--- config.mk ---
export PLATFORM = sky130hd
export DESIGN_NAME = isss_prio_enc
export DESIGN_NICKNAME = d
export VERILOG_FILES = /design/src/rtl/core/isss_pkg.sv /design/src/rtl/core/isss_prio_enc.sv
export SDC_FILE = /design/constraint.sdc
export NUM_CORES = 1
export LEC_CHECK = 0
export BUFFER_PORTS_ARGS = -buffer_cell sky130_fd_sc_hd__buf_2
export CAP_MARGIN = 20
export CORE_ASPECT_RATIO = 2
export CORE_UTILIZATION = 30
export CTS_BUF_LIST = sky130_fd_sc_hd__clkbuf_8
export CTS_CLUSTER_DIAMETER = 80
export DETAILED_ROUTE_END_ITERATION = 8
export PLACE_DENSITY = 0.62
export SKIP_CTS_REPAIR_TIMING = 1
export SYNTH_ARGS = -nofsm -noshare
export SYNTH_HDL_FRONTEND = slang
export SYNTH_SLANG_ARGS = --single-unit
export TNS_END_PERCENT = 1
--- constraint.sdc ---
create_clock -name clk -period 2.5 [get_ports clk]
set_clock_uncertainty 0.05 [all_clocks]
set_input_delay 0.125 -clock clk [delete_from_list [all_inputs] [get_ports clk]]
set_output_delay 0.125 -clock clk [all_outputs]
set_load 0.005 [all_outputs]
--- src/rtl/core/isss_pkg.sv ---
`timescale 1ns / 1ps
// Package for the indexed sequence store: sizes, operation and status codes,
// transaction structs and the per-cell command. No dependencies.
package isss_pkg;

    localparam int MAX_ENTRIES = 256;
    localparam int DATA_W      = 32;
    localparam int IDX_W       = $clog2(MAX_ENTRIES);
    localparam int CNT_W       = $clog2(MAX_ENTRIES + 1);

    // Priority encoder grouping for the find and remove-by-value search.
    localparam int GRP_SIZE = 16;
    localparam int GRP_W    = $clog2(GRP_SIZE);
    localparam int NUM_GRPS = (MAX_ENTRIES + GRP_SIZE - 1) / GRP_SIZE;

    localparam logic [2:0] OP_APPEND     = 3'd0;
    localparam logic [2:0] OP_INSERT     = 3'd1;
    localparam logic [2:0] OP_GET        = 3'd2;
    localparam logic [2:0] OP_SET        = 3'd3;
    localparam logic [2:0] OP_FIND       = 3'd4;
    localparam logic [2:0] OP_REMOVE_AT  = 3'd5;
    localparam logic [2:0] OP_REMOVE_VAL = 3'd6;
    localparam logic [2:0] OP_CLEAR      = 3'd7;

    localparam logic [1:0] ST_OK    = 2'd0;
    localparam logic [1:0] ST_RANGE = 2'd1;
    localparam logic [1:0] ST_FULL  = 2'd2;

    // Commands broadcast to every cell of the chain.
    localparam logic [2:0] CMD_NONE   = 3'd0;
    localparam logic [2:0] CMD_CMP    = 3'd1;
    localparam logic [2:0] CMD_INSERT = 3'd2;
    localparam logic [2:0] CMD_WRITE  = 3'd3;
    localparam logic [2:0] CMD_REMOVE = 3'd4;

    typedef struct packed {
        logic [2:0]         op;
        logic [8:0]         position_in;
        logic signed [31:0] value_in;
    } in_item_t;

    typedef struct packed {
        logic signed [31:0] value_out;
        logic [7:0]         position_out;
        logic               found;
        logic [1:0]         status;
        logic [8:0]         count_out;
    } out_item_t;

    typedef struct packed {
        logic [2:0]        kind;
        logic [IDX_W-1:0]  index;
        logic [DATA_W-1:0] value;
        logic [CNT_W-1:0]  count;
    } cell_cmd_t;

endpackage

--- src/rtl/core/isss_prio_enc.sv ---
`timescale 1ns / 1ps
// Two-stage registered priority encoder over the match flags of the chain.
// Depends on isss_pkg.
module isss_prio_enc
    import isss_pkg::*;
(
    input  logic                   clk,
    input  logic [MAX_ENTRIES-1:0] flags,
    output logic                   hit,
    output logic [IDX_W-1:0]       hit_index
);

    localparam int PAD = NUM_GRPS * GRP_SIZE;

    logic [PAD-1:0]   flags_pad;
    logic             grp_any_reg  [NUM_GRPS];
    logic [GRP_W-1:0] grp_idx_reg  [NUM_GRPS];
    logic             grp_any_next [NUM_GRPS];
    logic [GRP_W-1:0] grp_idx_next [NUM_GRPS];
    logic             hit_reg;
    logic             hit_next;
    logic [IDX_W-1:0] index_reg;
    logic [IDX_W-1:0] index_next;

    assign flags_pad = PAD'(flags);

    // First stage: lowest set flag inside each group.
    always_comb
    begin
        for (int g = 0; g < NUM_GRPS; g++)
        begin
            grp_any_next[g] = 1'b0;
            grp_idx_next[g] = '0;
            for (int k = GRP_SIZE - 1; k >= 0; k--)
            begin
                if (flags_pad[g * GRP_SIZE + k])
                begin
                    grp_any_next[g] = 1'b1;
                    grp_idx_next[g] = GRP_W'(k);
                end
            end
        end
    end

    // Second stage: lowest group that has a hit.
    always_comb
    begin
        hit_next   = 1'b0;
        index_next = '0;
        for (int g = NUM_GRPS - 1; g >= 0; g--)
        begin
            if (grp_any_reg[g])
            begin
                hit_next   = 1'b1;
                index_next = IDX_W'(g * GRP_SIZE) + IDX_W'(grp_idx_reg[g]);
            end
        end
    end

    always_ff @(posedge clk)
    begin
        for (int g = 0; g < NUM_GRPS; g++)
        begin
            grp_any_reg[g] <= grp_any_next[g];
            grp_idx_reg[g] <= grp_idx_next[g];
        end
        hit_reg   <= hit_next;
        index_reg <= index_next;
    end

    assign hit       = hit_reg;
    assign hit_index = index_reg;

endmodule

* Word-level counts from Yosys, hierarchy flattened
Memory sizes are Yosys's and may differ from the RTL's. Index checks and enable logic that the tools add are counted.
Storage, ports and cells: flip-flop bits (word level) 9, RAM bits 80, output and inout port bits 9, memories kept 2
Memories:
- grp_idx_reg | depth 16, bits a word 4, read ports 16, clocked after Yosys merged registers in 0, wr ports 16, RTL line isss_prio_enc.sv:17 | logic [GRP_W-1:0] grp_idx_reg [NUM_GRPS];
- grp_any_reg | depth 16, bits a word 1, read ports 16, clocked after Yosys merged registers in 0, wr ports 16, RTL line isss_prio_enc.sv:16 | logic grp_any_reg [NUM_GRPS];
Operators by class: add/subtract/negate cells 15, muxes and demuxes 529, reduce and logical (&&, ||, !) cells 1
Operator list (count):
- $mux 4 | 257
- $mux 1 | 257
- $mux 8 | 15
- $add 7x4->8 const A | 4
- $add 8x4->8 const A | 4
- $add 7x5->8 const A | 2
- $reduce_or 15->1 | 1
- $add 6x4->7 const A | 2
- $add 6x5->7 const A | 1
- $add 5x4->6 const A | 1
- $add 5x5->6 const A | 1

* Logic depth before layout (Yosys ltp)
Gate-level depths: netlist of the first run. An unclocked memory read counts as a cell.
depth in word-level cells 18, gate-level depth with buffers 6

* Least setup slack after synthesis of the first run
No wires, ideal clock.
path type reg-to-reg, start memory grp_any_reg[10][0] (netlist: grp_any_reg[1][2]), end register index_reg[2] (netlist: hit_index[2]), arrival 1.147 ns, setup slack 1.166 ns, stages on the path, launching flop included 7, path buffers 1, period minus slack after synthesis 1.334 ns, cells stage by stage dfxtp_1 > clkbuf_2 > nor2b_1 > a221oi_2 > o21ai_1 > a211oi_1 > o221ai_1
RTL lines:
- from (decl) | RTL line isss_prio_enc.sv:16
- to (signal assigned) | RTL line isss_prio_enc.sv:68 | index_reg <= index_next;
- to (decl) | RTL line isss_prio_enc.sv:22 | logic [IDX_W-1:0] index_reg;

==> results of run 1 <==
==> metal layers <==
layer | global-route usage | part of all wire | vias up | wire, um
li1 | - | - | 3237 | -
met1 | 0.166 | 0.34 | 2805 | 5810
met2 | 0.404 | 0.61 | 136 | 10400
met3 | 0.0266 | 0.032 | 23 | 540
met4 | 0.0603 | 0.015 | 0 | 262
met5 | 0 | 0 | - | 0
==> cells in the final DEF (no fill, tap or decap), types with 18 or more instances in the layout <==
master and instances:
nor2_1 137, inv_1 56, a211oi_1 34, a21oi_1 59, buf_2 265, nor4_1 32, dfxtp_1 89, nor3_1 37
nand2_1 59, nand3_1 32, dlygate4sd3_1 60, o31a_1 32, o21bai_1 18, nand2b_1 19
==> cells by family (layout without fill, tap and decap cells) <==
family,Yosys count,after routing,synth area share
DFF,89,89,0.351
buffers and inverters,60,397,0.0451
and+or+nand+nor,330,330,0.297
AOI/OAI and AO/OA,221,221,0.307
==> worst max-delay path by stage <==
stage / start / end / slack, ps / cells after the start
after floorplan: grp_any_reg[1][2]$_DFF_P_ / hit_index[2]$_DFF_P_ / 1170 / 6
after global placement: grp_any_reg[1][2]$_DFF_P_ / hit_index[2]$_DFF_P_ / 950 / 5
after detailed placement: grp_any_reg[1][2]$_DFF_P_ / hit_index[3]$_DFF_P_ / 880 / 5
after CTS: grp_any_reg[1][2]$_DFF_P_ / hit_index[3]$_DFF_P_ / 870 / 5
after global routing: flags[179] / grp_any_reg[1][3]$_DFF_P_ / 700 / 5
final: flags[179] / grp_any_reg[1][3]$_DFF_P_ / 800 / 5
==> power breakdown <==
group | internal [mW] | switching [mW] | leakage [nW] | total [mW]
combinational | 0.333 | 0.300 | 2.45 | 0.633
sequential | 1.46 | 0.0180 | 0.728 | 1.48
clock | 0.675 | 0.505 | 0.126 | 1.18
total | 2.47 | 0.823 | 3.31 | 3.29
==> final cells by class <==
class / count / share of cell area
inverters: 56 / 0.0281
well taps: 204 / 0.0341
clock inverters: 7 / 0.0170
repair buffers: 325 / 0.257
flip-flops and latches: 89 / 0.238
clock buffers: 9 / 0.0165
multi-input cells: 551 / 0.409
==> worst max-delay path: cells and delay by family <==
family                 cells  cell delay, ps
buffers and inverters      3            1280
and+or+nand+nor            2             460
==> per-stage QoR <==
| stage | hold WS [ps] | power (mW) |
|---|---|---|
| finish | -10.8 | 3.29 |
| global route | 0.0575 | 3.46 |
| CTS | -119 | 3.26 |
| detailed placement | 275 | 2.07 |
| global placement | 273 | 2.06 |
| floorplan | 151 | 1.72 |
==> flow_summary.yaml, run 1 <==
global_routing:
  grt_overflow: 0
  grt_pass1_vias: 5849
  antenna_found_initial: 0
  grt_use_total: 0.187
  grt_pass1_wl_mm: 25.4
  grt_max_degree: 17
worst_setup_path:
  critical_path.cell_chain: "dlygate4sd3_1 > buf_2 > nor4_1 > dlygate4sd3_1 > nand3_1"
  rr_endpoint: "hit_index[3]$_DFF_P_"
  critPathSlowestCell: "dlygate4sd3_1"
  ff2ff_setup_slack_ps: 890
  reg2reg_depth: 5
  r2r-start: "grp_any_reg[1][2]$_DFF_P_"
  cp_max_fo: 3
  crit_top_cell: "dlygate4sd3_1"
  crit_type: "primary input to flop"
  endpoint_kind: "flop"
  cp-start-kind: "primary input"
  slowest_delay_ps: 610
  crit_required_ps: 2670
  arrival_ps: 1870
route:
  vias: 6201
  drc: 0
  drtAntennaViolNets: 0
  vias_per_cell: 5.00
  drt_iter0_markers: 124
  routedWlPerCell_um: 13.7
  dr.pass1.iters: 4
  totalWireLength_mm: 17.0
placement:
  portBuffers: 265
  placed_cells: 1165
  postPlaceCellArea_um2: 6640
  pre_cts_ws_ps: 880
  dp_hpwl_mm: 14.7
  routabilityCongestion: 0.853
floorplan:
  pin_count: 266
  initial_core_util: 0.309
  fp.dieW_um: 94.0
  die_y_um: 186
  rows: 66
  die_area_um2: 17500
  core_area_um2: 16400
logic_synthesis:
  synth_flop_cell: "dfxtp_1"
  ys_types: 46
  yosysSeqAreaShare: 0.351
  synth_area_leaders: "dfxtp_1 35%, nor2_1 10%, a21oi_1 5.8%"
  ys.warnings.count: 0
  ys_seq_elements: 89
  synth_fp_nets: 957
  async_flop_share: 0
  synth_top_area_share: 0.351
  synthCells: 700
  synth_edf_count: 0
  yosys.area.top_type: "dfxtp_1"
  synth_most_common_cell: "nor2_1"
  synth_common_cells: "137 x nor2_1, 89 x dfxtp_1, 59 x a21oi_1, 59 x nand2_1, 56 x inv_1"
  synthesis.area_um2: 5070
  avgSynthCellArea_um2: 7.25
clocking:
  clk_pin_slew_ps: 90
  cts_made_buffers: 9
  cts-root-buf: "clkbuf_8"
  cts_tree: "done"
  cts_max_level: 3
  clk_path_buf_depth: 2
  clock_sinks: 89
  clkLatencyLatePin_ps: 360
timing:
  min_period_ps: 1700
  rsz0062_at_grt: "no"
  setup_viol_count_final: 0
  final_hold_viol_count: 4
  fin_setup_tns_ps: 0
  setup_ws_ps: 801
  slew-limit-headroom: 0.629
  worstMarginPinSlew_ps: 552
  timing.hold.ws_ps: -10.8
  fmax_ghz: 0.589
  timing.final.crit_share: 0.679
  slew_viol_final: 0
final_layout:
  area_growth_pct: 47.6
  nets: 1289
  largest_register_ffs: 64
  multi_input_area_um2: 3060
  layout-drive-gt1-share: 0.281
  fillers: 1707
  diodes: 0
  register_area_um2: 1780
  final_util: 0.456
  fin_area_um2: 7490
  stdcell_count: 1241
worst_hold_path:
  hold_path.class: "primary input to flop"
  hp-start: "flags[36]"
  hold-path-cell-count: 3
  holdPathEnd: "grp_any_reg[0][2]$_DFF_P_"
power:
  ir_drop_mv: 0.220
  p_leak_nw: 3.31
  p_per_area_nw_per_um2: 440
run_status:
  violations: "negative hold slack"
  status: "finished with violations"
flow_run:
  maxCapViolCount: 0
No activity file was read; power rests on OpenSTA's default activity.
==> run 2: changes to the inputs <==
--- a/config.mk
+++ b/config.mk
@@ -12,7 +12,7 @@
 export CTS_BUF_LIST = sky130_fd_sc_hd__clkbuf_8
 export CTS_CLUSTER_DIAMETER = 80
 export DETAILED_ROUTE_END_ITERATION = 8
-export PLACE_DENSITY = 0.62
+export PLACE_DENSITY = 0.64
 export SKIP_CTS_REPAIR_TIMING = 1
 export SYNTH_ARGS = -nofsm -noshare
 export SYNTH_HDL_FRONTEND = slang
==> constraint.sdc (replaced) <==
create_clock -name clk -period 1.45 [get_ports clk]
set_clock_uncertainty 0.05 [all_clocks]
set_input_delay 0.0725 -clock clk [delete_from_list [all_inputs] [get_ports clk]]
set_output_delay 0.0725 -clock clk [all_outputs]
set_load 0.005 [all_outputs]
==> run 2 against run 1 <==
Net effect:
- the flow finishes with violations (negative hold slack, negative setup slack)
- routed wire length grew 11%
- sequential power grew 73%
- combinational power grew 100%
- core utilization grew 5.6 points
- via count grew 8.2%
- critical path depth is the same
- final cell count grew 7.3%
- count of clock-buffer cells in the layout grew 1
- register-to-register slack lost 970 ps
- non-clock buffer count grew 92
- critical endpoint is now hit_index[2]$_DFF_P_
- largest power group unchanged
==> flow_summary.yaml, run 2 (same netlist as run 1, synthesis figures left out) <==
worst_setup_path:
  arrival_ps: 1700
  cp-start-kind: "flop"
  crit_required_ps: 1630
  critPathSlowestCell: "dfxtp_2"
  path_buf_inv: 0
  cpLargestDelayFamily: "compound AO/OA/AOI/OAI gates"
  crit_type: "flop to flop"
  endpoint_kind: "flop"
  slowest_delay_ps: 330
  critical_path.cell_chain: "or2_4 > a221oi_2 > o21ai_1 > a211oi_2 > o221ai_1"
  cp_max_fo: 6
floorplan:
  die_y_um: 186
  fp.dieW_um: 94.0
  initial_core_util: 0.309
  pin_count: 266
  rows: 66
  core_area_um2: 16400
  die_area_um2: 17500
power:
  p_per_area_nw_per_um2: 653
  ir_drop_mv: 0.543
  power.total_mw: 5.49
  p_leak_nw: 3.71
flow_run:
  maxCapViolCount: 0
clocking:
  cts_tree: "done"
  clock_sinks: 89
  clk_pin_slew_ps: 80
  cts-root-buf: "clkbuf_8"
  clk_path_buf_depth: 2
  cts_made_buffers: 9
  clkLatencyLatePin_ps: 350
  cts_max_level: 3
run_status:
  status: "finished with violations"
  violations: "negative hold slack, negative setup slack"
final_layout:
  nets: 1381
  layout-drive-gt1-share: 0.290
  layout_common_cells: "265 x buf_2, 135 x nor2_1, 135 x dlygate4sd3_1"
  fillers: 1649
  final_common_cell: "buf_2"
  diodes: 0
  area_growth_pct: 65.7
  stdcell_count: 1332
  final_util: 0.511
  largest_register_ffs: 64
timing:
  timing.hold.ws_ps: -18.5
  worstMarginPinSlew_ps: 565
  setup_viol_count_final: 1
  setup_ws_ps: -75.9
  fmax_ghz: 0.655
  timing.final.crit_share: 1.05
  min_period_ps: 1530
  slew-limit-headroom: 0.620
  slew_viol_final: 0
  rsz0062_at_grt: "yes"
  final_hold_viol_count: 11
placement:
  dp_hpwl_mm: 15.1
  routabilityCongestion: 0.908
  portBuffers: 265
  placed_cells: 1182
global_routing:
  grt_max_degree: 15
  grt_use_met1: 0.174
  grtUsageMet2: 0.408
  grt_pass1_vias: 6026
  antenna_found_initial: 0
  gr-usage-met3: 0.0298
  busiest_layer: "met2"
  grt_use_total: 0.193
  grt_overflow: 0
  grt_pass1_wl_mm: 26.1
route:
  drt_iter0_markers: 166
  totalWireLength_mm: 18.9
  drtAntennaViolNets: 0
  vias_per_cell: 5.04
  dr.pass1.iters: 4
  drc: 0
  routedWlPerCell_um: 14.2
  vias: 6707
worst_hold_path:
  hold_path.class: "primary input to flop"
-- run 2: changes by cell type in the layout (fill, tap and decap cells not counted), moves of 2 or more --
cell           change
clkinv_4           -2
nor2_1             -2
buf_4             +17
dlygate4sd3_1     +75
bufinv_16          -2
dfxtp_1            -5
a221oi_1           -5
clkinv_2           +2
a221oi_2           +5
dfxtp_2            +5
-- run 2: layout make-up --
type                            count  area, um2  share of cell area
Inverter                           56        210              0.0250
Tap cell                          204        255              0.0304
Sequential cell                    89       1790               0.213
Clock inverter                      5       56.3             0.00670
Multi-Input combinational cell    551       3150               0.375
Timing Repair Buffer              417       2810               0.334
Clock buffer                       10        138              0.0164
-- run 2: power breakdown --
| part | switching (mW) | internal [mW] | leakage, nW |
|---|---|---|---|
| clock network | 0.819 | 0.830 | 0.0981 |
| registers | 0.0365 | 2.52 | 0.726 |
| logic | 0.568 | 0.714 | 2.89 |
-- run 2: metrics by stage --
step,setup TNS (ps),setup WS (ps),area (um2)
5_1_grt,-136,-107,8410
3_3_place_gp,-104,-76.5,6760
4_1_cts,-286,-157,6960
2_1_floorplan,0,116,5070
6_report,-75.9,-75.9,8410
3_5_place_dp,-249,-136,6760
-- run 2: worst reg2reg max path: cells and delay by family (launching register included) --
kind | cells | cell delay, ps
AO/OA/AOI/OAI | 4 | 740
flip-flops | 1 | 330
AND/OR/NAND/NOR | 1 | 280
-- run 2: worst paths after layout --
path	start	end	slack (ps)	cells after the start
setup reg to reg	grp_any_reg[1][4]$_DFF_P_	hit_index[2]$_DFF_P_	-80	5
hold reg to reg	grp_idx_reg[0][2]$_SDFF_PP0_	hit_index[2]$_DFF_P_	410	2
hold / removal	flags[117]	grp_any_reg[0][7]$_DFF_P_	-20	3
setup / recovery	grp_any_reg[1][4]$_DFF_P_	hit_index[2]$_DFF_P_	-80	5
-- run 2: layer usage --
metal  vias up  wire, um
met2       182     11500
met1      3076      6400
met4         0       414
li1       3409         -
met3        40       590
met5         -         0
