===== config.mk =====
export PLATFORM = sky130hd
export DESIGN_NAME = isss_cell
export DESIGN_NICKNAME = d
export VERILOG_FILES = /design/src/rtl/core/isss_pkg.sv /design/src/rtl/core/isss_cell.sv
export SDC_FILE = /design/constraint.sdc
export NUM_CORES = 1
export LEC_CHECK = 0
export BUFFER_PORTS_ARGS = -buffer_cell sky130_fd_sc_hd__clkbuf_2
export CAP_MARGIN = 0
export CORE_ASPECT_RATIO = 1.4
export CORE_UTILIZATION = 43
export DETAILED_ROUTE_END_ITERATION = 16
export PLACE_DENSITY = 0.82
export SETUP_SLACK_MARGIN = 0.1
export SKIP_CTS_REPAIR_TIMING = 1
export SYNTH_ARGS = -nofsm -noshare
export SYNTH_HDL_FRONTEND = slang
export SYNTH_SLANG_ARGS = --single-unit

===== constraint.sdc =====
create_clock -name clk -period 4.25 [get_ports clk]
set_input_delay 0 -clock clk [delete_from_list [all_inputs] [get_ports clk]]
set_output_delay 0 -clock clk [all_outputs]
set_load 0.02 [all_outputs]

===== src/rtl/core/isss_pkg.sv =====
`timescale 1ns / 1ps
// Package for the indexed sequence store: sizes, operation and status codes,
// transaction structs and the per-cell command. No dependencies.
package isss_pkg;

    localparam int MAX_ENTRIES = 256;
    localparam int DATA_W      = 32;
    localparam int IDX_W       = $clog2(MAX_ENTRIES);
    localparam int CNT_W       = $clog2(MAX_ENTRIES + 1);

    // Priority encoder grouping for the find and remove-by-value search.
    localparam int GRP_SIZE = 16;
    localparam int GRP_W    = $clog2(GRP_SIZE);
    localparam int NUM_GRPS = (MAX_ENTRIES + GRP_SIZE - 1) / GRP_SIZE;

    localparam logic [2:0] OP_APPEND     = 3'd0;
    localparam logic [2:0] OP_INSERT     = 3'd1;
    localparam logic [2:0] OP_GET        = 3'd2;
    localparam logic [2:0] OP_SET        = 3'd3;
    localparam logic [2:0] OP_FIND       = 3'd4;
    localparam logic [2:0] OP_REMOVE_AT  = 3'd5;
    localparam logic [2:0] OP_REMOVE_VAL = 3'd6;
    localparam logic [2:0] OP_CLEAR      = 3'd7;

    localparam logic [1:0] ST_OK    = 2'd0;
    localparam logic [1:0] ST_RANGE = 2'd1;
    localparam logic [1:0] ST_FULL  = 2'd2;

    // Commands broadcast to every cell of the chain.
    localparam logic [2:0] CMD_NONE   = 3'd0;
    localparam logic [2:0] CMD_CMP    = 3'd1;
    localparam logic [2:0] CMD_INSERT = 3'd2;
    localparam logic [2:0] CMD_WRITE  = 3'd3;
    localparam logic [2:0] CMD_REMOVE = 3'd4;

    typedef struct packed {
        logic [2:0]         op;
        logic [8:0]         position_in;
        logic signed [31:0] value_in;
    } in_item_t;

    typedef struct packed {
        logic signed [31:0] value_out;
        logic [7:0]         position_out;
        logic               found;
        logic [1:0]         status;
        logic [8:0]         count_out;
    } out_item_t;

    typedef struct packed {
        logic [2:0]        kind;
        logic [IDX_W-1:0]  index;
        logic [DATA_W-1:0] value;
        logic [CNT_W-1:0]  count;
    } cell_cmd_t;

endpackage


===== src/rtl/core/isss_cell.sv =====
`timescale 1ns / 1ps
// One storage cell of the sequence chain: holds one element, shifts with its
// neighbors and compares against a broadcast value. Depends on isss_pkg.
module isss_cell
    import isss_pkg::*;
(
    input  logic              clk,
    input  logic [IDX_W-1:0]  my_index,
    input  cell_cmd_t         cmd,
    input  logic [DATA_W-1:0] left_data,
    input  logic [DATA_W-1:0] right_data,
    output logic [DATA_W-1:0] data,
    output logic              match
);

    logic [DATA_W-1:0] data_reg;
    logic [DATA_W-1:0] data_next;
    logic              match_reg;
    logic              match_next;

    always_comb
    begin
        data_next  = data_reg;
        match_next = match_reg;
        unique case (cmd.kind)
            CMD_CMP:
            begin
                match_next = (data_reg == cmd.value)
                             && (CNT_W'(my_index) < cmd.count);
            end
            CMD_INSERT:
            begin
                if (my_index == cmd.index)
                begin
                    data_next = cmd.value;
                end
                else if (my_index > cmd.index)
                begin
                    data_next = left_data;
                end
            end
            CMD_WRITE:
            begin
                if (my_index == cmd.index)
                begin
                    data_next = cmd.value;
                end
            end
            CMD_REMOVE:
            begin
                if (my_index >= cmd.index)
                begin
                    data_next = right_data;
                end
            end
            default:
            begin
                data_next = data_reg;
            end
        endcase
    end

    always_ff @(posedge clk)
    begin
        data_reg  <= data_next;
        match_reg <= match_next;
    end

    assign data  = data_reg;
    assign match = match_reg;

endmodule


# ---- Word-level counts from Yosys, hierarchy flattened
# Index checks and enable logic that the tools add are counted.
# W data, S select, Z words.
dict set report classes {
  n_lt_le_gt_ge 3
  eq_ne 9
  n_mux 5
  n_reduce_logical 3
}
# operator count
set op_table {}
lappend op_table {{$mux W32} 4}
lappend op_table {{$pmux W32 S3} 1}
lappend op_table {{$eq A32 B32 Y1} 1}
lappend op_table {{$lt A8 B9 Y1} 1}
lappend op_table {{$eq A8 B8 Y1} 1}
lappend op_table {{$ge A8 B8 Y1} 1}
lappend op_table {{$gt A8 B8 Y1} 1}
lappend op_table {{$eq A3 B2 Y1 const B} 2}
lappend op_table {{$ne A2 B2 Y1 const B} 2}
lappend op_table {{$reduce_and A4 Y1} 1}
lappend op_table {{$eq A3 B1 Y1 const B} 1}
lappend op_table {{$eq A3 B3 Y1 const B} 1}
lappend op_table {{$ne A3 B3 Y1 const B} 1}
lappend op_table {{$reduce_bool A3 Y1} 1}
lappend op_table {{$logic_and A1 B1 Y1} 1}
dict set report totals {
  reg_bits 33
  out_inout_bits 33
}

# ---- Logic depth before layout (Yosys ltp)
# Gate-level depths: netlist (run 1).
dict set report logic_depth {
  word_depth 4
  ltp_mapped 7
}

# ---- Worst setup path before layout (run 1)
# Ideal clock, no wire load.
dict set report synth_path {
  kind {input -> register}
  start {input cmd[48] in the netlist's numbering}
  end {register data_reg[0] (netlist: data[0]) (enable)}
  setup_time_ps 441
  t_arrival_ps 2644
  required_ps 3809
  path_slack_ps 1165
  cell_stages 5
  path_buffers 0
  cell_sequence {inv_1 -> ha_1 -> nand4_2 -> or3_1 -> a31oi_1}
}
dict set report synth_via {
  elab_chain_len 3
  elab_cells_between_ends 7
  cone_classes {order compare: 2; eq/ne: 4; reduce/logical: 1}
}
# element line_no
set synth_rtl {}
lappend synth_rtl {{from (decl)} isss_cell.sv:9} ;# input cell_cmd_t cmd,
lappend synth_rtl {{$gt A8 B8 Y1 (tied with other cells)} isss_cell.sv:37} ;# else if (my_index > cmd.index)
lappend synth_rtl {{$ne A3 B3 Y1 (no source line) / $ne A2 B2 Y1 (equally long branches)} -}
lappend synth_rtl {{$reduce_and A4 Y1 (no source line) (*)} -}
lappend synth_rtl {{to (signal assigned)} isss_cell.sv:65} ;# data_reg <= data_next;
lappend synth_rtl {{to (decl)} isss_cell.sv:16} ;# logic [DATA_W-1:0] data_reg;
# Every way passes the cells marked *; elsewhere a longest branch is shown, timed or not.
# A chain may end at the register's enable or synchronous reset.

# ---- Worst setup path after layout (run 1)
dict set report layout_path {
  start {input my_index[7]}
  end {register data_reg[21] (netlist: data[21]) (enable)}
}
dict set report layout_via {
  elab_chain_len 3
  elab_cells_between_ends 7
  cone_classes {order compare: 2; eq/ne: 4; reduce/logical: 1}
}
# element line_no
set layout_rtl {}
lappend layout_rtl {{from (decl)} isss_cell.sv:8} ;# input logic [IDX_W-1:0] my_index,
lappend layout_rtl {{$gt A8 B8 Y1 (tied with other cells)} isss_cell.sv:37}
lappend layout_rtl {{$ne A3 B3 Y1 (no source line) / $ne A2 B2 Y1 (equally long branches)} -}
lappend layout_rtl {{$reduce_and A4 Y1 (no source line) (*)} -}
# Marks and branches as above.

==> out/results.ini, run 1 <==
[status]
outcome=complete, no violations

[synthesis]
synth_most_common_cell=edfxtp_1
async_flop_share=0
synth.avg_cell_area_um2=11.2
yosys.area.top_type_share=0.410
ys_seq_area_frac=0.410
synthesis.nets=355
synth_edf_count=33
synth_top_area_cell=edfxtp_1
syn-cell-area_mm2=0.00242
netlist_top_cells_count=edfxtp_1, xor2_1, a221o_1
synth_cell_type_count=36
synth_cells=215
yosys_warnings=0
ys.flop_type=edfxtp_1
ys_ff_latch=33
synth_area_leaders=edfxtp_1, a221o_1, xor2_1

[detailed_routing]
drcViolationCount=0
met2_wirelength_um=3800
dr.pass1.iters=4
dr.first_iter.drc_count=88
wl_met3_um=403
drt.antenna.violating_nets=0
wl_per_cell_um=16.1
drt-total-wl_um=7020
vias=2384
highest_layer=met4
wl_met1_um=2610
via_per_inst=5.47

[clock_tree]
clock_latency_ns=0.28
clk_pin_slew_ns=0.07
cts_root_buffer=clkbuf_8
cts_buffer_depth=2
h-tree-depth=2
cts_buffers=5
cts_sinks=33
tritoncts=yes

[worst_setup_path]
crit_type=input pin to register
cp_data_required_time_ns=4.15
start_kind=input pin
cp_data_arrival_time_ns=1.93
worstPathMaxFanout=32
cp-end-kind=register

[hold_path]
hold_path_class=input pin to register

[timing]
hold-worst-slack_ns=0.0152
fmax_mhz=492
tns_ns=0
drv_slew=0
clock_skew_ns=0.00536
hold_violations=0
worst_slack_ns=2.22
slew_headroom=0.263
rsz0062_at_grt=no
post-route-period-util=0.479
worstMarginPinSlew_ns=1.11
period_minus_slack_ns=2.03
setup_violations=0

[placed_design]
gp_congestion=0.821
dp_hpwl_um=5540
portBuffers=157
place_ws_ns=1.93

[pwr]
power_uw=876
clockPowerShare=0.255
power_frac_seq=0.461
comb_power_share=0.284
irDropWorstVdd_mv=0.177
swShare=0.297
p_leak_nw=1.70
power.density_mw_per_mm2=264
power_switching_uw=260
p_int_uw=616

[layout]
post-route-util=0.630
nNetsFinal=509
syn_to_final_growth_pct=37.4
largest_register_ffs=32
fill_cells=447
diodes=0
multi_input_area_mm2=0.00131
drive_gt1_frac=0.478
register_area_um2=991

[floorplan]
fp.dieW_um=65.4
die_area_mm2=0.00593
row_count=31
ioPinCount=158
initial_core_util=0.458
core_mm2=0.00528
die_y_um=90.7

[grt]
grt_pass1_vias=2361
grt_max_degree=37
antenna_found_initial=0
grtUsageTotal=0.240
grt_pass1_wl_um=10900
overflow=0

[run]
cap_violations=0

==> path summary, 6_finish.rpt <==
path	from	endpoint	slack, ns	cells after the start
worst max register to register	data[17]	match	2.66	4
worst max-delay path	my_index[7]	data[21]	2.22	5
worst min-delay path	left_data[27]	data[27]	0.02	2
worst min register to register	data[26]	match	0.89	4
==> cell usage in the layout (no fill, tap or decap), types with 2 or more instances in the layout <==
master    instances
a21o_1            2
a21oi_1           8
a221o_1          30
a221o_2           2
and3_1           29
and3_2            3
buf_4             2
clkbuf_2        157
clkbuf_8          5
clkinv_1          2
edfxtp_1         33
ha_1             15
inv_1            15
nand2_1           2
nand3_1           2
nand4_1           2
nor4_1            9
xor2_1           32
==> metal layers <==
| layer | track usage | up-vias |
|---|---|---|
| met3 | 0.0429 | 15 |
| met1 | 0.256 | 1101 |
| li1 | - | 1165 |
| met4 | 0.116 | 0 |
| met5 | 0 | - |
| met2 | 0.436 | 103 |
==> power by group through the flow <==
stage                     Clock, mW  Combinational, mW  Sequential, mW
after detailed placement          0              0.250           0.412
final                         0.223              0.249           0.404
after CTS                     0.229              0.251           0.405
after global routing          0.243              0.273           0.407
after global placement            0              0.242           0.411
after floorplan                   0              0.110           0.438
==> metrics by stage <==
stage	instance area, um2	cells
2_1_floorplan	2420	215
3_3_place_gp	3240	428
3_5_place_dp	3240	428
4_1_cts	3320	436
5_1_grt	3320	436
6_report	3320	436
==> cells by family after synthesis <==
group / after synthesis / share of synthesized area
XOR/XNOR: 32 / 0.116
adder cells (fa/ha/maj): 15 / 0.0777
buffers and inverters: 27 / 0.0575
AO/OA/AOI/OAI: 50 / 0.183
AND/OR/NAND/NOR: 58 / 0.155
flip-flops: 33 / 0.410
==> critical path, stage by stage <==
cell      delay, ns
clkbuf_2       0.10
ha_1           0.33
nand4_2        0.17
or3_1          0.42
a31oi_4        0.89
==> area by class of cell <==
class / count / area share
multi-input cells: 155 / 0.394
flip-flops and latches: 33 / 0.298
repair buffers: 159 / 0.241
well taps: 66 / 0.0249
clock buffers: 5 / 0.0207
inverters: 15 / 0.0170
clock inverters: 3 / 0.00377
Note: power is estimated with default switching activity, not from simulation.
==> inputs of run 2 (changes only) <==
==> constraint.sdc (replaced) <==
create_clock -name clk -period 1.9 [get_ports clk]
set_input_delay 0 -clock clk [delete_from_list [all_inputs] [get_ports clk]]
set_output_delay 0 -clock clk [all_outputs]
set_load 0.02 [all_outputs]
==> out/results.ini, run 2 (synthesized netlist as in run 1, its figures left out) <==
[floorplan]
ioPinCount=158  ; unchanged
initial_core_util=0.458  ; unchanged
die_y_um=90.7  ; unchanged
die_area_mm2=0.00593  ; unchanged
core_mm2=0.00528  ; unchanged
row_count=31  ; unchanged
fp.dieW_um=65.4  ; unchanged

[layout]
fin_area_mm2=0.00346  ; was 0.00332 mm2
final_cell_mix=clkbuf_2, edfxtp_1, xor2_1  ; unchanged
syn_to_final_growth_pct=43.1  ; was 37.4%
drive_gt1_frac=0.500  ; was 0.478
largest_register_ffs=32  ; unchanged
mostFrequentLayoutCell=clkbuf_2  ; unchanged
nNetsFinal=511  ; was 509
diodes=0  ; unchanged

[hold_path]
hold_path_class=input pin to register  ; unchanged

[clock_tree]
clock_latency_ns=0.28  ; about the same
tritoncts=yes  ; unchanged
cts_buffer_depth=2  ; unchanged
h-tree-depth=2  ; unchanged
cts_sinks=33  ; unchanged
cts_buffers=5  ; unchanged
cts_root_buffer=clkbuf_8  ; unchanged
clk_pin_slew_ns=0.07  ; about the same

[detailed_routing]
wl_per_cell_um=17.2  ; was 16.1 um
via_per_inst=5.53  ; was 5.47
dr.pass1.iters=5  ; was 4
drt.antenna.violating_nets=0  ; unchanged
dr.first_iter.drc_count=139  ; was 88
drcViolationCount=0  ; unchanged
vias=2420  ; was 2384
drt-total-wl_um=7530  ; was 7020 um

[grt]
grtUsageTotal=0.236  ; was 0.240
globalRouteMet3Util=0.0354  ; was 0.0429
grtUsageMet1=0.269  ; was 0.256
grt_pass1_vias=2267  ; was 2361
grt_max_degree=33  ; was 37
grt_pass1_wl_um=10700  ; was 10900 um
met2_usage=0.436  ; unchanged
antenna_found_initial=0  ; unchanged
grt_most_used_layer=met2  ; unchanged
overflow=0  ; unchanged

[worst_setup_path]
cp_data_required_time_ns=2.01  ; was 4.15 ns
cp-end-kind=register  ; unchanged
cp_data_arrival_time_ns=1.78  ; was 1.93 ns
crit_type=register to register  ; was input pin to register
worstPathMaxFanout=2  ; was 32
start_kind=register  ; was input pin

[timing]
hold-worst-slack_ns=0.0116  ; was 0.0152 ns
worstMarginPinSlew_ns=0.864  ; was 1.11 ns
tns_ns=0  ; unchanged
worst_slack_ns=0.231  ; was 2.22 ns
drv_slew=0  ; unchanged
clock_skew_ns=0.00312  ; was 0.00536 ns
period_minus_slack_ns=1.67
slew_headroom=0.422  ; was 0.263
fmax_mhz=599
rsz0062_at_grt=no  ; unchanged
post-route-period-util=0.879
setup_violations=0  ; unchanged
hold_violations=0  ; unchanged

[pwr]
power.density_mw_per_mm2=619  ; was 264 mW/mm2
p_int_mw=1.54  ; was 616 uW
clockPowerShare=0.297  ; was 0.255
irDropWorstVdd_mv=0.422  ; was 0.177 mV
power_mw=2.14  ; was 876 uW
comb_power_share=0.279  ; was 0.284
power_switching_uw=602  ; was 260 uW
power_frac_seq=0.423  ; was 0.461
swShare=0.281  ; was 0.297
p_leak_nw=1.72  ; was 1.70 nW

[placed_design]
place_ws_ns=-0.172  ; was 1.93 ns
gp_congestion=0.854  ; was 0.821
placed_area_mm2=0.00333  ; was 0.00324 mm2
portBuffers=157  ; unchanged
dp_hpwl_um=5680  ; was 5540 um

[run]
cap_violations=0  ; unchanged

[status]
outcome=complete, no violations  ; unchanged

[run 2: critical path, cell delays in order (launching register included)]
cell      delay (ns)
edfxtp_1        0.41
xor2_1          0.16
nor4_1          0.44
o311ai_0        0.23
nor4_1          0.25
[run 2: path summary, 6_finish.rpt]
path | depth (start not counted) | startpoint | endpoint | slack [ns]
worst max-delay path | 4 | data[31] | match | 0.23
worst min-delay path | 2 | left_data[2] | data[2] | 0.01
worst max register to register | 4 | data[31] | match | 0.23
worst min register to register | 4 | data[10] | match | 0.90
[run 2: per-layer routing]
metal | wire, um | vias to the layer above
met5 | 0 | -
met4 | 142 | 0
met3 | 456 | 11
met2 | 4150 | 114
met1 | 2780 | 1128
li1 | - | 1167
[run 2: cell type report]
| type | count | area, um2 |
|---|---|---|
| Fill cell | 452 | 1820 |
| Multi-Input combinational cell | 156 | 1400 |
| Sequential cell | 33 | 991 |
| Timing Repair Buffer | 160 | 821 |
| Tap cell | 66 | 82.6 |
| Clock buffer | 6 | 72.6 |
| Inverter | 15 | 56.3 |
| Clock inverter | 2 | 33.8 |
[run 2: power groups by stage]
| stage | sequential [mW] | combinational, mW | clock, mW |
|---|---|---|---|
| floorplan | 0.977 | 0.266 | 0 |
| global placement | 0.918 | 0.569 | 0 |
| detailed placement | 0.921 | 0.587 | 0 |
| CTS | 0.906 | 0.589 | 0.644 |
| global route | 0.910 | 0.643 | 0.679 |
| finish | 0.906 | 0.597 | 0.636 |
[run 2: stage by stage]
step / utilization / cells
global route: 0.656 / 438
floorplan: - / 215
global placement: 0.630 / 429
finish: 0.656 / 438
detailed placement: 0.630 / 429
CTS: 0.651 / 437
==> inputs of run 3 (changes only) <==
--- a/config.mk
+++ b/config.mk
@@ -13,6 +13,8 @@
 export PLACE_DENSITY = 0.82
 export SETUP_SLACK_MARGIN = 0.1
 export SKIP_CTS_REPAIR_TIMING = 1
+export SLEW_MARGIN = 5
 export SYNTH_ARGS = -nofsm -noshare
 export SYNTH_HDL_FRONTEND = slang
 export SYNTH_SLANG_ARGS = --single-unit
+export TNS_END_PERCENT = 50
==> constraint.sdc (replaced) <==
create_clock -name clk -period 1.6 [get_ports clk]
set_input_delay 0 -clock clk [delete_from_list [all_inputs] [get_ports clk]]
set_output_delay 0 -clock clk [all_outputs]
set_load 0.02 [all_outputs]
==> out/results.ini, run 3 (synthesized netlist as in run 1, its figures left out) <==
[status]
outcome=complete, but fails checks  ; was complete, no violations
violations=setup timing

[layout]
fin_area_mm2=0.00363  ; was 0.00346 mm2
nNetsFinal=523  ; was 511
final_cell_mix=clkbuf_2, edfxtp_1, xor2_1  ; unchanged
diodes=0  ; unchanged
drive_gt1_frac=0.543  ; was 0.500
largest_register_ffs=32  ; unchanged
post-route-util=0.688  ; was 0.656
mostFrequentLayoutCell=clkbuf_2  ; unchanged
syn_to_final_growth_pct=50.3  ; was 43.1%
fill_cells=438  ; was 452

[placed_design]
placed_area_mm2=0.00350  ; was 0.00333 mm2
dp_hpwl_um=6000  ; was 5680 um
gp_congestion=0.823  ; was 0.854
portBuffers=157  ; unchanged
place_ws_ns=-0.0739  ; was -0.172 ns

[timing]
slew_headroom=0.587  ; was 0.422
setup_violations=1  ; was 0
rsz0062_at_grt=yes  ; was no
clock_skew_ns=0.00192  ; was 0.00312 ns
post-route-period-util=1.04  ; was 0.879
drv_slew=0  ; unchanged
period_minus_slack_ns=1.67  ; about the same
fmax_mhz=599  ; about the same
hold_violations=0  ; unchanged
worstMarginPinSlew_ns=0.611  ; was 0.864 ns
hold-worst-slack_ns=0.0160  ; was 0.0116 ns
worst_slack_ns=-0.0687  ; was 0.231 ns

[worst_setup_path]
r2r-start=data[31]  ; unchanged
cp_data_arrival_time_ns=1.75  ; was 1.78 ns
crit_top_cell=nor4_2  ; was nor4_1
r2r_setup_slack_ns=-0.07  ; was 0.23 ns
cp-end-kind=register  ; unchanged
path_cells=xor2_1 -> nor4_2 -> o311ai_0 -> nor4_2  ; was xor2_1 -> nor4_1 -> o311ai_0 -> nor4_1
start_kind=register  ; unchanged
reg2reg_to=match  ; unchanged
cp_data_required_time_ns=1.68  ; was 2.01 ns
slowest_delay_ns=0.40  ; was 0.44 ns
worstPathMaxFanout=2  ; unchanged
slowest_stage=edfxtp_1  ; was nor4_1
worstRegToRegCells=4  ; unchanged
crit_type=register to register  ; unchanged

[clock_tree]
clk_pin_slew_ns=0.07  ; about the same
cts_sinks=33  ; unchanged
cts_root_buffer=clkbuf_8  ; unchanged
cts_buffers=5  ; unchanged
clock_latency_ns=0.28  ; about the same
tritoncts=yes  ; unchanged
cts_buffer_depth=2  ; unchanged
h-tree-depth=2  ; unchanged

[floorplan]
die_y_um=90.7  ; unchanged
row_count=31  ; unchanged
ioPinCount=158  ; unchanged
core_mm2=0.00528  ; unchanged
fp.dieW_um=65.4  ; unchanged
initial_core_util=0.458  ; unchanged
die_area_mm2=0.00593  ; unchanged

[grt]
grt_pass1_wl_um=11300  ; was 10700 um
grtUsageTotal=0.250  ; was 0.236
antenna_found_initial=0  ; unchanged
overflow=0  ; unchanged
grt_pass1_vias=2508  ; was 2267
grt_max_degree=33  ; unchanged

[pwr]
power.density_mw_per_mm2=670  ; was 619 mW/mm2
irDropWorstVdd_mv=0.648  ; was 0.422 mV
p_leak_nw=1.79  ; was 1.72 nW

[hold_path]
hold_path_class=input pin to register  ; unchanged
min_to=data[19]  ; was data[2]
min_path_cells=2  ; unchanged
min_from=left_data[19]  ; was left_data[2]

[run]
cap_violations=0  ; unchanged

[detailed_routing]
wl_per_cell_um=16.8  ; was 17.2 um
dr.first_iter.drc_count=68  ; was 139
dr.pass1.iters=4  ; was 5
vias=2503  ; was 2420
drt.antenna.violating_nets=0  ; unchanged
via_per_inst=5.57  ; was 5.53
drcViolationCount=0  ; unchanged
drt-total-wl_um=7520  ; was 7530 um

[run 3: changes by cell type in the layout (fill, tap and decap cells not counted), sizes merged]
cell,previous run,this run
a211oi,2,1
bufinv,1,0
buf,3,16
[run 3: metrics by stage]
stage	cells	TNS (ns)	power (mW)
2_1_floorplan	215	-6.03	1.49
3_3_place_gp	440	-1.92	1.82
3_5_place_dp	440	-3.73	1.85
4_1_cts	447	0	2.43
5_1_grt	449	-0.177	2.55
6_report	449	-0.0687	2.43
[run 3: critical path, delay by kind of cell, from the launching register on]
kind,cells,cell delay [ns]
flops,1,0.40
xor+xnor,1,0.17
simple gates,2,0.64
compound gates,1,0.27
[run 3: cell type report]
cell class | count | area (um2) | share of cell area
multi-input cells | 155 | 1450 | 0.399
flip-flops and latches | 33 | 991 | 0.273
repair buffers | 173 | 968 | 0.267
well taps | 66 | 82.6 | 0.0227
clock buffers | 6 | 72.6 | 0.0200
inverters | 15 | 63.8 | 0.0176
clock inverters | 1 | 3.75 | 0.00103
[run 3: how the worst max path moves through the flow]
stage                     start       end  slack [ns]  depth (start not counted)
floorplan           my_index[0]   data[0]       -0.19                          6
global placement    my_index[0]  data[10]       -0.06                          8
detailed placement  my_index[0]   data[7]       -0.07                          8
CTS                    data[31]     match       0.009                          4
global route           data[31]     match       -0.18                          4
finish                 data[31]     match       -0.07                          4
[run 3: routing by layer]
| metal | part of all wire | up-vias | GRT usage |
|---|---|---|---|
| li1 | - | 1188 | - |
| met1 | 0.35 | 1190 | 0.248 |
| met2 | 0.56 | 104 | 0.469 |
| met3 | 0.052 | 21 | 0.0442 |
| met4 | 0.039 | 0 | 0.136 |
| met5 | 0 | - | 0 |
[run 3: power breakdown]
group / internal (mW) / leakage, nW / switching (mW)
logic: 0.380 / 1.46 / 0.396
clock network: 0.293 / 0.0387 / 0.289
registers: 1.03 / 0.298 / 0.0404
total: 1.71 / 1.79 / 0.726
